File: config.mk
export PLATFORM = sky130hd
export DESIGN_NAME = soft_knee_compressor_top
export DESIGN_NICKNAME = d
export VERILOG_FILES = /design/src/hw/rtl/skc_pkg.sv /design/src/hw/rtl/skc_mul.sv /design/src/hw/rtl/soft_knee_compressor_top.sv
export SDC_FILE = /design/constraint.sdc
export NUM_CORES = 2
export LEC_CHECK = 0
export BUFFER_PORTS_ARGS = -buffer_cell sky130_fd_sc_hd__buf_2
export CORE_MARGIN = 5
export CORE_UTILIZATION = 35
export CTS_BUF_LIST = sky130_fd_sc_hd__clkbuf_4 sky130_fd_sc_hd__clkbuf_8
export DETAILED_ROUTE_END_ITERATION = 7
export GPL_TIMING_DRIVEN = 0
export PLACE_DENSITY_LB_ADDON = 0.1
export SKIP_LAST_GASP = 1
export SLEW_MARGIN = 20
export SYNTH_ARGS = -nofsm -noshare
export SYNTH_HDL_FRONTEND = slang
export SYNTH_SLANG_ARGS = --single-unit
File: constraint.sdc
create_clock -name clk -period 20.7 [get_ports clk]
set_input_delay 2.07 -clock clk [delete_from_list [all_inputs] [get_ports clk]]
set_output_delay 2.07 -clock clk [all_outputs]
set_load 0.02 [all_outputs]
File: src/hw/rtl/skc_pkg.sv
`default_nettype none

package skc_pkg;

    localparam int SAMPLE_BITS     = 24;
    localparam int LEVEL_FRAC_BITS = 8;
    localparam int LEVEL_BITS      = 16;
    localparam int CFG_DATA_BITS   = 24;
    localparam int CFG_INDEX_BITS  = 4;
    localparam int MUL_W           = 34;
    localparam int PROD_W          = 2 * MUL_W;

    localparam int DB_PER_LOG2 = 394566;
    localparam int LOG2_PER_DB = 10885;
    localparam int LEVEL_FLOOR = ((120 << LEVEL_FRAC_BITS) > 32768) ? -32768
                                 : -(120 << LEVEL_FRAC_BITS);

    typedef enum logic [CFG_INDEX_BITS-1:0] {
        CFG_THRESHOLD   = 4'd0,
        CFG_INV_RATIO   = 4'd1,
        CFG_KNEE_WIDTH  = 4'd2,
        CFG_KNEE_COEFF  = 4'd3,
        CFG_MAKEUP      = 4'd4,
        CFG_AUTO_MAKEUP = 4'd5,
        CFG_ATTACK      = 4'd6,
        CFG_RELEASE     = 4'd7
    } cfg_index_t;

    typedef struct packed {
        logic signed [SAMPLE_BITS-1:0] sample_in;
        logic                          block_start;
    } in_t;

    typedef struct packed {
        logic signed [SAMPLE_BITS-1:0] sample_out;
        logic signed [LEVEL_BITS-1:0]  applied_reduction;
        logic signed [LEVEL_BITS-1:0]  peak_reduction;
    } out_t;

    // log2(1+m), q16
    function automatic logic [16:0] log2_tab(input logic [4:0] i);
        logic [16:0] v;
        case (i)
            5'd0:    v = 17'd0;
            5'd1:    v = 17'd5732;
            5'd2:    v = 17'd11136;
            5'd3:    v = 17'd16248;
            5'd4:    v = 17'd21098;
            5'd5:    v = 17'd25711;
            5'd6:    v = 17'd30109;
            5'd7:    v = 17'd34312;
            5'd8:    v = 17'd38336;
            5'd9:    v = 17'd42196;
            5'd10:   v = 17'd45904;
            5'd11:   v = 17'd49472;
            5'd12:   v = 17'd52911;
            5'd13:   v = 17'd56229;
            5'd14:   v = 17'd59434;
            5'd15:   v = 17'd62534;
            default: v = 17'd65536;
        endcase
        return v;
    endfunction

    // 2^f, q16
    function automatic logic [17:0] exp2_tab(input logic [4:0] i);
        logic [17:0] v;
        case (i)
            5'd0:    v = 18'd65536;
            5'd1:    v = 18'd68438;
            5'd2:    v = 18'd71468;
            5'd3:    v = 18'd74632;
            5'd4:    v = 18'd77936;
            5'd5:    v = 18'd81386;
            5'd6:    v = 18'd84990;
            5'd7:    v = 18'd88752;
            5'd8:    v = 18'd92682;
            5'd9:    v = 18'd96785;
            5'd10:   v = 18'd101070;
            5'd11:   v = 18'd105545;
            5'd12:   v = 18'd110218;
            5'd13:   v = 18'd115098;
            5'd14:   v = 18'd120194;
            5'd15:   v = 18'd125515;
            default: v = 18'd131072;
        endcase
        return v;
    endfunction

endpackage

`default_nettype wire

File: src/hw/rtl/skc_mul.sv
`default_nettype none

module skc_mul
    import skc_pkg::*;
(
    input  wire logic                     clk,
    input  wire logic signed [MUL_W-1:0]  a,
    input  wire logic signed [MUL_W-1:0]  b,
    output logic signed [PROD_W-1:0]      prod
);

    logic signed [PROD_W-1:0] prod_reg;

    always_ff @(posedge clk)
    begin
        prod_reg <= PROD_W'(a) * PROD_W'(b);
    end

    assign prod = prod_reg;

endmodule

`default_nettype wire

File: src/hw/rtl/soft_knee_compressor_top.sv
// the 32-bit magnitude is normalized by a one-bit shift loop, one shift per leading
// zero (8 to 31 at 24-bit samples), then log converted; a zero sample skips both steps
// the knee path runs once, and auto makeup adds a second knee pass; a new sample is
// taken only once the last result is loaded for output, so an output stall holds the
// input; the one-bit normalize loop and the single shared 34x34 multiplier pace the work
// reset: asynchronous, active low; registers take their defaults, envelope at floor
`default_nettype none

module soft_knee_compressor_top
    import skc_pkg::*;
(
    input  wire logic                      clk,
    input  wire logic                      rst_n,
    input  wire logic                      in_valid,
    output logic                           in_ready,
    input  wire in_t                       in_data,
    output logic                           out_valid,
    input  wire logic                      out_ready,
    output out_t                           out_data,
    input  wire logic                      cfg_we,
    input  wire logic [CFG_INDEX_BITS-1:0] cfg_index,
    input  wire logic [CFG_DATA_BITS-1:0]  cfg_data
);

    localparam int SB         = SAMPLE_BITS;
    localparam int LOG_SHIFT  = 32 - LEVEL_FRAC_BITS;
    localparam int KNEE_SHIFT = 18 + LEVEL_FRAC_BITS;
    localparam logic signed [PROD_W-1:0] KN_RND = PROD_W'(1) <<< (KNEE_SHIFT - 1);
    localparam logic [95:0] LIM = 96'(1) << (SB - 1);

    typedef enum logic [3:0] {
        S_IDLE, S_NORM, S_LOG1, S_LOG2, S_LOG3, S_ENV1, S_ENV2,
        S_KN1, S_KN_SQ, S_KN_IN, S_KN_OV, S_EXP1, S_EXP2, S_EXP3, S_EXP4, S_WAIT
    } state_t;

    // configuration
    logic signed [15:0] thr_reg;
    logic [16:0]        inv_reg;
    logic [14:0]        knee_reg;
    logic signed [23:0] kcoef_reg;
    logic signed [14:0] makeup_lvl_reg;
    logic               auto_reg;
    logic [15:0]        att_reg;
    logic [15:0]        rel_reg;

    always_ff @(posedge clk or negedge rst_n)
    begin
        if (!rst_n)
        begin
            thr_reg        <= -16'sd4608;
            inv_reg        <= 17'd21845;
            knee_reg       <= 15'd1536;
            kcoef_reg      <= -24'sd3641;
            makeup_lvl_reg <= '0;
            auto_reg       <= 1'b1;
            att_reg        <= 16'd65264;
            rel_reg        <= 16'd65519;
        end
        else if (cfg_we)
        begin
            unique case (cfg_index)
                CFG_THRESHOLD:   thr_reg        <= cfg_data[15:0];
                CFG_INV_RATIO:   inv_reg        <= cfg_data[16:0];
                CFG_KNEE_WIDTH:  knee_reg       <= cfg_data[14:0];
                CFG_KNEE_COEFF:  kcoef_reg      <= cfg_data[23:0];
                CFG_MAKEUP:      makeup_lvl_reg <= cfg_data[14:0];
                CFG_AUTO_MAKEUP: auto_reg       <= cfg_data[0];
                CFG_ATTACK:      att_reg        <= cfg_data[15:0];
                CFG_RELEASE:     rel_reg        <= cfg_data[15:0];
                default:         ;
            endcase
        end
    end

    // datapath state
    state_t             state_reg;
    logic               neg_reg;
    logic [SB-1:0]      mag_reg;
    logic [31:0]        norm_reg;
    logic [4:0]         p_reg;
    logic               bs_reg;
    logic               pass_reg;
    logic signed [15:0] lvl_reg;
    logic signed [15:0] env_reg;
    logic signed [15:0] peak_reg;
    logic signed [15:0] gr_reg;
    logic signed [15:0] makeup_reg;
    logic [15:0]        f_reg;
    logic signed [7:0]  n_reg;
    logic [SB-1:0]      res_reg;
    out_t               out_reg;
    logic               out_valid_reg;

    logic signed [MUL_W-1:0]  mul_a;
    logic signed [MUL_W-1:0]  mul_b;
    logic signed [PROD_W-1:0] prod;

    skc_mul u_mul (
        .clk  (clk),
        .a    (mul_a),
        .b    (mul_b),
        .prod (prod)
    );

    // input magnitude
    logic [SB-1:0] in_mag;
    assign in_mag = in_data.sample_in[SB-1] ? SB'(-in_data.sample_in)
                                            : SB'(in_data.sample_in);

    // log conversion
    logic [4:0]               log_idx;
    logic [11:0]              log_t;
    logic [16:0]              log_lo;
    logic [16:0]              log_hi;
    logic [16:0]              frac;
    logic signed [MUL_W-1:0]  l_val;
    logic signed [PROD_W-1:0] lvl_wide;
    logic signed [15:0]       lvl_clamp;

    assign log_idx  = {1'b0, norm_reg[30:27]};
    assign log_t    = norm_reg[26:15];
    assign log_lo   = log2_tab(log_idx);
    assign log_hi   = log2_tab(log_idx + 5'd1);
    assign frac     = log_lo + 17'(prod[24:12]);
    assign l_val    = ((MUL_W'($signed({1'b0, p_reg})) - MUL_W'(SB - 1)) <<< 16)
                      + MUL_W'(frac);
    assign lvl_wide = prod >>> LOG_SHIFT;
    assign lvl_clamp = (lvl_wide < PROD_W'(LEVEL_FLOOR)) ? 16'(LEVEL_FLOOR)
                     : (lvl_wide > 0) ? 16'sd0 : lvl_wide[15:0];

    // envelope
    logic [15:0]              env_c;
    logic [16:0]              env_fac;
    logic signed [17:0]       env_diff;
    logic signed [PROD_W-1:0] env_sum;
    logic signed [15:0]       env_clamp;

    assign env_c     = (lvl_reg > env_reg) ? att_reg : rel_reg;
    assign env_fac   = 17'd65536 - {1'b0, env_c};
    assign env_diff  = 18'(lvl_reg) - 18'(env_reg);
    assign env_sum   = PROD_W'(env_reg) + ((prod + PROD_W'(32768)) >>> 16);
    assign env_clamp = (env_sum < PROD_W'(-32768)) ? -16'sd32768
                     : (env_sum > PROD_W'(32767)) ? 16'sd32767 : env_sum[15:0];

    // knee curve
    logic signed [15:0]       kl;
    logic signed [16:0]       kdiff;
    logic signed [17:0]       d2;
    logic signed [17:0]       knee_s;
    logic signed [17:0]       x2;
    logic [16:0]              inv_eff;
    logic [16:0]              rfac;
    logic [23:0]              acoef;
    logic signed [PROD_W-1:0] kn_mag;
    logic signed [15:0]       kn_g;
    logic signed [16:0]       kn_neg;

    assign kl      = pass_reg ? 16'sd0 : env_reg;
    assign kdiff   = 17'(kl) - 17'(thr_reg);
    assign d2      = {kdiff, 1'b0};
    assign knee_s  = $signed({3'b000, knee_reg});
    assign x2      = d2 + knee_s;
    assign inv_eff = (inv_reg > 17'd65536) ? 17'd65536 : inv_reg;
    assign rfac    = 17'd65536 - inv_eff;
    assign acoef   = kcoef_reg[23] ? 24'(-kcoef_reg) : 24'd0;

    always_comb
    begin
        case (state_reg)
            S_KN_IN: kn_mag = (prod + KN_RND) >>> KNEE_SHIFT;
            S_KN_OV: kn_mag = (prod + PROD_W'(32768)) >>> 16;
            default: kn_mag = '0;
        endcase
    end

    assign kn_g   = (kn_mag > PROD_W'(32768)) ? -16'sd32768 : 16'(-kn_mag);
    assign kn_neg = -17'(kn_g);

    // gain to linear
    logic signed [16:0]       db_sum;
    logic signed [PROD_W-1:0] e_wide;
    logic signed [PROD_W-1:0] e_int;
    logic signed [7:0]        n_clamp;
    logic [15:0]              exp_f;
    logic [4:0]               exp_idx;
    logic [17:0]              exp_lo;
    logic [17:0]              exp_hi;
    logic [17:0]              mant;

    assign db_sum  = 17'(gr_reg) + 17'(makeup_reg);
    assign e_wide  = prod >>> LEVEL_FRAC_BITS;
    assign e_int   = e_wide >>> 16;
    assign n_clamp = (e_int < PROD_W'(-64)) ? -8'sd64
                   : (e_int > PROD_W'(40)) ? 8'sd40 : e_int[7:0];
    assign exp_f   = (state_reg == S_EXP2) ? e_wide[15:0] : f_reg;
    assign exp_idx = {1'b0, exp_f[15:12]};
    assign exp_lo  = exp2_tab(exp_idx);
    assign exp_hi  = exp2_tab(exp_idx + 5'd1);
    assign mant    = exp_lo + 18'(prod[24:12]);

    // output scaling
    logic signed [7:0] s8;
    logic signed [7:0] s_neg;
    logic [6:0]        sh;
    logic [63:0]       prod64;
    logic [95:0]       up;
    logic [63:0]       dn;
    logic [95:0]       val;
    logic [95:0]       pos_mag;
    logic [95:0]       neg_mag;
    logic [SB-1:0]     res_sample;

    assign s8      = n_reg - 8'sd16;
    assign s_neg   = -s8;
    assign sh      = s_neg[6:0];
    assign prod64  = prod[63:0];
    assign up      = 96'(prod64) << s8[4:0];
    assign dn      = (sh > 7'd62) ? 64'd0 : ((prod64 + (64'd1 << (sh - 7'd1))) >> sh);
    assign val     = (s8 >= 0) ? up : 96'(dn);
    assign pos_mag = (val > LIM - 96'd1) ? LIM - 96'd1 : val;
    assign neg_mag = (val > LIM) ? LIM : val;
    assign res_sample = neg_reg ? SB'(-neg_mag) : SB'(pos_mag);

    // shared multiplier operands
    always_comb
    begin
        case (state_reg)
            S_LOG1:
            begin
                mul_a = MUL_W'(log_hi - log_lo);
                mul_b = MUL_W'(log_t);
            end
            S_LOG2:
            begin
                mul_a = l_val;
                mul_b = MUL_W'(DB_PER_LOG2);
            end
            S_ENV1:
            begin
                mul_a = MUL_W'(env_diff);
                mul_b = MUL_W'(env_fac);
            end
            S_KN1:
            begin
                if (d2 >= knee_s)
                begin
                    mul_a = MUL_W'(kdiff);
                    mul_b = MUL_W'(rfac);
                end
                else
                begin
                    mul_a = MUL_W'(x2);
                    mul_b = MUL_W'(x2);
                end
            end
            S_KN_SQ:
            begin
                mul_a = MUL_W'(acoef);
                mul_b = prod[MUL_W-1:0];
            end
            S_EXP1:
            begin
                mul_a = MUL_W'(db_sum);
                mul_b = MUL_W'(LOG2_PER_DB);
            end
            S_EXP2:
            begin
                mul_a = MUL_W'(exp_hi - exp_lo);
                mul_b = MUL_W'(exp_f[11:0]);
            end
            S_EXP3:
            begin
                mul_a = MUL_W'(mag_reg);
                mul_b = MUL_W'(mant);
            end
            default:
            begin
                mul_a = '0;
                mul_b = '0;
            end
        endcase
    end

    // sequencer
    logic kn_done;
    assign kn_done = ((state_reg == S_KN1) && (d2 <= -knee_s))
                     || (state_reg == S_KN_IN) || (state_reg == S_KN_OV);

    // output register free to take the new result
    logic out_load;
    assign out_load = ((state_reg == S_EXP4) || (state_reg == S_WAIT))
                      && (!out_valid_reg || out_ready);

    always_ff @(posedge clk or negedge rst_n)
    begin
        if (!rst_n)
        begin
            state_reg     <= S_IDLE;
            neg_reg       <= 1'b0;
            mag_reg       <= '0;
            norm_reg      <= '0;
            p_reg         <= '0;
            bs_reg        <= 1'b0;
            pass_reg      <= 1'b0;
            lvl_reg       <= '0;
            env_reg       <= 16'(LEVEL_FLOOR);
            peak_reg      <= '0;
            gr_reg        <= '0;
            makeup_reg    <= '0;
            f_reg         <= '0;
            n_reg         <= '0;
            res_reg       <= '0;
            out_reg       <= '0;
            out_valid_reg <= 1'b0;
        end
        else
        begin
            if (out_load)
            begin
                out_reg.sample_out        <= (state_reg == S_WAIT) ? res_reg : res_sample;
                out_reg.applied_reduction <= gr_reg;
                out_reg.peak_reduction    <= peak_reg;
                out_valid_reg             <= 1'b1;
            end
            else if (out_valid_reg && out_ready)
            begin
                out_valid_reg <= 1'b0;
            end
            if (kn_done)
            begin
                if (!pass_reg)
                begin
                    gr_reg <= kn_g;
                    if (kn_g < peak_reg)
                    begin
                        peak_reg <= kn_g;
                    end
                    if (auto_reg)
                    begin
                        pass_reg  <= 1'b1;
                        state_reg <= S_KN1;
                    end
                    else
                    begin
                        makeup_reg <= 16'(makeup_lvl_reg);
                        state_reg  <= S_EXP1;
                    end
                end
                else
                begin
                    makeup_reg <= 16'(kn_neg[16:1]);
                    state_reg  <= S_EXP1;
                end
            end
            else
            begin
                unique case (state_reg)
                    S_IDLE:
                    begin
                        if (in_valid)
                        begin
                            neg_reg  <= in_data.sample_in[SB-1];
                            mag_reg  <= in_mag;
                            norm_reg <= 32'(in_mag);
                            p_reg    <= 5'd31;
                            bs_reg   <= in_data.block_start;
                            lvl_reg  <= 16'(LEVEL_FLOOR);
                            state_reg <= (in_mag == '0) ? S_ENV1 : S_NORM;
                        end
                    end
                    S_NORM:
                    begin
                        if (norm_reg[31])
                        begin
                            state_reg <= S_LOG1;
                        end
                        else
                        begin
                            norm_reg <= {norm_reg[30:0], 1'b0};
                            p_reg    <= p_reg - 5'd1;
                        end
                    end
                    S_LOG1:  state_reg <= S_LOG2;
                    S_LOG2:  state_reg <= S_LOG3;
                    S_LOG3:
                    begin
                        lvl_reg   <= lvl_clamp;
                        state_reg <= S_ENV1;
                    end
                    S_ENV1:
                    begin
                        if (bs_reg)
                        begin
                            peak_reg <= '0;
                        end
                        state_reg <= S_ENV2;
                    end
                    S_ENV2:
                    begin
                        env_reg   <= env_clamp;
                        pass_reg  <= 1'b0;
                        state_reg <= S_KN1;
                    end
                    S_KN1:   state_reg <= (d2 >= knee_s) ? S_KN_OV : S_KN_SQ;
                    S_KN_SQ: state_reg <= S_KN_IN;
                    S_EXP1:  state_reg <= S_EXP2;
                    S_EXP2:
                    begin
                        f_reg     <= e_wide[15:0];
                        n_reg     <= n_clamp;
                        state_reg <= S_EXP3;
                    end
                    S_EXP3:  state_reg <= S_EXP4;
                    S_EXP4:
                    begin
                        // product is gone next cycle, keep the scaled sample
                        if (out_load)
                        begin
                            state_reg <= S_IDLE;
                        end
                        else
                        begin
                            res_reg   <= res_sample;
                            state_reg <= S_WAIT;
                        end
                    end
                    S_WAIT:
                    begin
                        if (out_load)
                        begin
                            state_reg <= S_IDLE;
                        end
                    end
                    default: state_reg <= S_IDLE;
                endcase
            end
        end
    end

    assign in_ready  = (state_reg == S_IDLE);
    assign out_valid = out_valid_reg;
    assign out_data  = out_reg;

endmodule

`default_nettype wire

# Word level (Yosys, flattened, before mapping)
# Memory sizes are Yosys's and may differ from the RTL's.
# Cells that the tools add are included.
# W data, S select, Z words.
[classes]
n_shift = 3
order_cmp = 16
n_mux = 57
n_reduce_logical = 36
n_eq_ne = 30
multipliers = 1
bitwise = 3
n_addsub = 28
[ops]
columns = ["operator", "n"]
rows = [
  ["$pmux W34 S8", 2],
  ["$mux W16", 16],
  ["$mux W24", 6],
  ["$pmux W68 S2", 1],
  ["$gt A96 B23 Y1 const B", 1],
  ["$gt A96 B24 Y1 const B", 1],
  ["$mux W96", 1],
  ["$shl A64 B5 Y96", 1],
  ["$neg A24 Y24", 3],
  ["$add A68 B17 Y68 const B", 1],
  ["$add A68 B27 Y68 const B", 1],
  ["$gt A68 B17 Y1 const B", 1],
  ["$mul A34 B34 Y68", 1],
  ["$mux W34", 2],
  ["$add A64 B64 Y64", 1],
  ["$mux W32", 2],
  ["$mux W64", 1],
  ["$pmux W32 S2", 1],
  ["$shl A1 B7 Y64 const A", 1],
  ["$shr A64 B7 Y64", 1],
  ["$pmux W4 S14", 1],
  ["$add A16 B52 Y53", 1],
  ["$gt A53 B16 Y1 const B", 1],
  ["$lt A53 B16 Y1 const B", 1],
  ["58 further kinds", 125],
]
[word_totals]
inputBits = 58
n_memories = 4
rom_bits = 1024
output_inout_bits = 58
regBits = 441
[mem_list]
columns = ["memory", "words", "word_bits", "rd", "rd_ports_with_merged_regs", "wr", "line_no", "source"]
rows = [
  ["(no name shown)", 16, 16, 1, 0, 0, "skc_pkg.sv:68", "case (i)"],
  ["(no name shown)", 16, 16, 1, 0, 0, "skc_pkg.sv:68", ""],
  ["(no name shown)", 16, 16, 1, 0, 0, "skc_pkg.sv:43", "case (i)"],
  ["(no name shown)", 16, 16, 1, 0, 0, "skc_pkg.sv:43", ""],
]

# Longest topological paths before layout
[depth]
word_depth = 13
mapped_depth = 69

# By module
# Synthesis repeated with hierarchy kept, for this count alone.
[unflattened]
hier_cells = 11215
area_unflattened_um2 = 92561.3
[modules_own_cells]
columns = ["module", "cells_per_inst", "instances", "area_each_um2", "seq_area_each_um2"]
rows = [
  ["soft_knee_compressor_top", 6544, 1, 49054.5, 9112.5],
  ["skc_mul", 4671, 1, 43506.7, 1361.3],
]

# Worst setup path before layout
# Ideal clock, no wire load.
[synth_timing]
kind = "reg2reg"
from = "register state_reg[0]"
to = "register u_mul.prod_reg[63], in the netlist u_mul.prod[63]"
path_stages_with_launch = 68
required_time_ns = 20.628
setup_slack_ns = 6.088
n_path_buf = 6
t_arrival_ns = 14.540
path_cell_list = "dfrtp_1 -> clkbuf_1 -> or2_2 -> clkbuf_1 -> nor2_1 -> nand2_1 -> nand2_1 -> clkbuf_1 -> ha_1 -> clkbuf_1 -> nand2_1 -> and2_1 -> clkbuf_1 -> nor2_1 -> a21oi_1 -> or3_1 -> ha_1 -> fa_1 -> [... 32 more ...] -> ha_1 -> a21o_1 -> a21o_1 -> a21o_1 -> a21o_1 -> a21oi_1 -> o21ai_0 -> or3_1 -> o21ai_0 -> o211ai_1 -> nand3_1 -> a31oi_1 -> a21o_1 -> a21oi_1 -> o21ai_0 -> a41o_1 -> a21oi_1 -> xnor2_1"
[synth_via]
elab_chain_len = 8
[synth_lines]
columns = ["item", "line_no", "source"]
rows = [
  ["start, declared", "soft_knee_compressor_top.sv:76", "state_t state_reg;"],
  ["start signal, assigned", "soft_knee_compressor_top.sv:368", "state_reg <= (in_mag == '0) ? S_ENV1 : S_NORM;"],
  ["start signal, assigned", "soft_knee_compressor_top.sv:404", "S_KN1: state_reg <= (d2 >= knee_s) ? S_KN_OV : S_KN_SQ;"],
  ["$eq A4 B4 Y1 *", "soft_knee_compressor_top.sv:195", "assign exp_f = (state_reg == S_EXP2) ? e_wide[15:0] : f_reg;"],
  ["$mux W16 *", "-", ""],
  ["via exp_f[12]", "soft_knee_compressor_top.sv:184", "logic [15:0] exp_f;"],
  ["$add A4 B1 Y5", "soft_knee_compressor_top.sv:198", "assign exp_hi = exp2_tab(exp_idx + 5'd1);"],
  ["$mem_v2 Z16 W16", "-", ""],
  ["$mux W18", "skc_pkg.sv:68", ""],
  ["$sub A18 B18 Y19", "soft_knee_compressor_top.sv:268", "mul_a = MUL_W'(exp_hi - exp_lo);"],
  ["$pmux W34 S8", "soft_knee_compressor_top.sv:227", "case (state_reg)"],
  ["$mul A34 B34 Y68 *", "skc_mul.sv:16", "prod_reg <= PROD_W'(a) * PROD_W'(b);"],
  ["end signal, assigned", "skc_mul.sv:16", ""],
  ["end, declared", "skc_mul.sv:12", "logic signed [PROD_W-1:0] prod_reg;"],
]
# Mark *: on every way through the listed nets, which the timed path passes. The rest lies on a longest branch.
# A chain may end at the register's enable or synchronous reset.

# Final worst setup path
[layout_timing]
from = "register state_reg[0]"
to = "register u_mul.prod_reg[66], in the netlist u_mul.prod[66]"
# The elaborated chain is that of the path after synthesis.

==> summary.txt <==
Timing
  • Slew @ Worst Pin: ~1.3 ns
  • Smallest hold slack: about 0.47 ns
  • Final Hold Fails: 0
  • Relative slew slack: 14.3%
  • Pins over their slew limit: 0
  • Minimum clock period: 19.84 ns
  • Fmax: 50.4 MHz
  • Period utilization: 95.9%
  • Final Skew: 0.145 ns
  • RSZ-0062 raised after global routing: no
  • Final setup vio count: 0

Worst setup path
  • CP bufs+invs: 12
  • Req. time, crit path: 21.33 ns
  • Reg-to-reg slack, setup: 0.86 ns
  • Crit path top cell by count: fa_1
  • Slowest-stage cell, CP: clkbuf_1
  • Worst setup EP type: register
  • Setup crit start kind: register
  • Critical path's largest stage delay: 0.91 ns
  • Critical Path AT: 20.47 ns
  • Delay-heaviest family, CP: compound AO/OA/AOI/OAI gates
  • WS Path Type: register to register
  • Crit path max fanout: 12

Yosys
  • Syn Area/Cell: 8.06 µm²
  • Multiplexer share of the synthesized area: 4.72%
  • Syn_nets: 12.0k
  • Commonest cells in the synthesized netlist: 1,407 x inv_1, 1,132 x nor2_1, 1,013 x nand2_1
  • Async set-reset flop share out of synthesis: between 80% and 90%
  • Area contributors post-synth: fa_1 24%, dfrtp_1 8.9%, ha_1 7.8%, inv_1 6.3%, nor2_1 5.1%
  • Mapped Cells: 10.4k
  • Synth top area share: about a quarter
  • Synthesized flop and latch total: 429
  • Post-synth cell types: 134
  • Largest family of logic cells by synthesized area: adder cells
  • Number of flops mapped to enable cells by yosys: 0
  • Primary FF master, synth: dfrtp_1
  • Top-count cell post-synth: inv_1
  • Register area share after synthesis: 12.5%
  • Synthesized-area fraction occupied by and/or/nand/nor cells: 19.5%
  • Synth Area in XOR/XNOR: under 10%
  • Largest area contributor in the netlist: fa_1
  • Compound-Gate Fraction of Synth Area: 18.4%
  • Synth Area in Adders: 31.6%
  • Synthesized area: 83,600 µm²
  • YS warnings: 0

Drt
  • Vias per cell: 5.95
  • DRT iter0 DRCs: 8,985
  • Routed Antenna Nets: 0
  • Drt total wl: 452,000 µm
  • WL/cell: 32.5 µm
  • DRC viols: 1
  • DR pass1 iterations: 8
  • Vias: around 83k

Clocking
  • CTS tree: built
  • H-Tree Depth: 3
  • Clock buffer depth: 3
  • TritonCTS Sinks: between 400 and 500
  • Num CTS Buffers: 89
  • Clock transition at the registers of the reported paths: 0.07 ns
  • Hold_buf cts: 0
  • Root buffer cell: clkbuf_8
  • Worst-Skew Late Latency: ~0.9 ns

Cells and area
  • Multi-input logic area: between 60,000 and 70,000 µm²
  • Area grow syn2layout: 9.22%
  • FF/Latch Area: 10,500 µm²
  • Fillers: roughly 25k
  • Share of cells above drive strength 1: 8.97%
  • Max FFs per register: 68
  • Nets@finish: ~12k

Global routing
  • Final global-route overflow total: 0
  • Antenna violations before repair: 31
  • Number of global-route vias before repair: 82.3k
  • Largest net degree at the start of global routing: 97
  • First-pass GRT wire length: around 630,000 µm
  • GRT Total Usage: a little over a third

Floorplanning
  • Io pins: 116
  • Core Rows: ~180
  • Die ar.: 249,000 µm²
  • Die Height: 499 µm
  • Core area: 238,000 µm²
  • Die extent in x: approximately 500 µm
  • Initial Util: between 30% and 40%

Status
  • Status: finished, violations left
  • Failing checks: DRC

Placed design
  • Final HPWL DP: 377,000 µm
  • GP Congestion: 1.04
  • Count of input and output buffers: 115

Min path
  • Worst min path class: register to register

Run
  • Max-cap violations: 0
-- metal layers --
metal	GRT usage, %	up-vias	part of all wire, %
li1	-	35900	-
met1	47.1	42100	42
met2	55.0	3781	44
met3	6.36	929	7.5
met4	18.1	14	6.4
met5	0	-	0.020
-- timing repair --
item / in CTS / in global routing
hold endpoints to repair: 0 / 0
setup buffers: 0 / 0
gates resized for setup: 0 / 16
endpoints found under the setup margin: 0 / 6
-- kinds of logic (layout without fill, tap and decap cells) --
kind of cell / after synthesis / in the layout
flops: 429 / 429
other cells: 0 / 16
mux: 333 / 333
fa+ha+maj: 1517 / 1517
buf+inv: 1965 / 2295
xor+xnor: 408 / 408
simple gates: 3485 / 3485
compound gates: 2245 / 2245
-- worst reg2reg max path, delay by kind of cell, from the launching register on --
family / cells / cell delay [ns]
buffers and inverters: 12 / 3.83
adder cells (fa/ha/maj): 12 / 5.67
XOR/XNOR: 1 / 0.15
flip-flops: 1 / 0.36
AND/OR/NAND/NOR: 17 / 3.62
AO/OA/AOI/OAI: 22 / 6.06
-- path summary, 6_finish.rpt --
check | startpoint | to | cells past startpoint
min reg2reg | out_data[24]$_DFFE_PN0P_ | out_data[24]$_DFFE_PN0P_ | 2
min | out_data[24]$_DFFE_PN0P_ | out_data[24]$_DFFE_PN0P_ | 2
max | state_reg[0]$_DFFE_PN0P_ | u_mul.prod[66]$_DFF_P_ | 64
max in group asynchronous | rst_n | inv_reg[2]$_DFFE_PN1P_ | 3
min in group asynchronous | rst_n | makeup_reg[10]$_DFFE_PN0P_ | 1
max reg2reg | state_reg[0]$_DFFE_PN0P_ | u_mul.prod[66]$_DFF_P_ | 64
-- cell usage in the layout (no fill, tap or decap), drive strengths merged, types with 40 or more instances in the layout --
cell type | Yosys | routed
inv | 1410 | 1415
nor2 | 1134 | 1134
nand2 | 1013 | 1013
fa | 997 | 997
clkbuf | 428 | 560
a21oi | 522 | 522
ha | 519 | 519
o21ai | 470 | 470
dfrtp | 298 | 298
buf | 123 | 290
xnor2 | 270 | 270
nand3 | 221 | 221
nor3 | 197 | 197
mux2 | 167 | 167
nand2b | 158 | 158
a21o | 158 | 158
nand4 | 149 | 149
xor2 | 138 | 138
mux2i | 134 | 134
a211oi | 117 | 117
or2 | 92 | 92
nor4 | 90 | 90
or3 | 89 | 89
and2 | 84 | 84
o211ai | 81 | 81
a31oi | 81 | 81
o21a | 70 | 70
dfxtp | 68 | 68
and3 | 66 | 66
dfstp | 63 | 63
o22ai | 62 | 62
nor2b | 60 | 60
o21bai | 58 | 58
o31ai | 56 | 56
a221oi | 52 | 52
a22o | 40 | 40
a2111oi | 40 | 40
-- stage by stage --
stage / utilization [%] / setup slack (ns) / instance area, µm² / std cells / setup TNS (ns)
floorplan: - / 6.09 / 83600 / 10400 / 0
global placement: 37.1 / -3.37 / 88200 / 13700 / -57.80
detailed placement: 37.5 / 0.759 / 89100 / 13700 / 0
CTS: 38.4 / 0.684 / 91300 / 13900 / 0
global route: 38.4 / 0.0597 / 91300 / 13900 / 0
finish: 38.4 / 0.858 / 91300 / 13900 / 0
-- area by class of cell --
type                            count  share of cell area [%]
Sequential cell                   429                    11.5
Tap cell                         3167                    4.34
Multi-Input combinational cell   7988                    72.3
Antenna cell                       16                  0.0438
Clock inverter                     29                   0.527
Clock buffer                      135                    1.84
Timing Repair Buffer              167                    1.24
Buffer                            550                    2.46
Inverter                         1414                    5.81
Power is not shown: default switching activity piles up to over one toggle a cycle in this logic, so the estimate is an artifact.
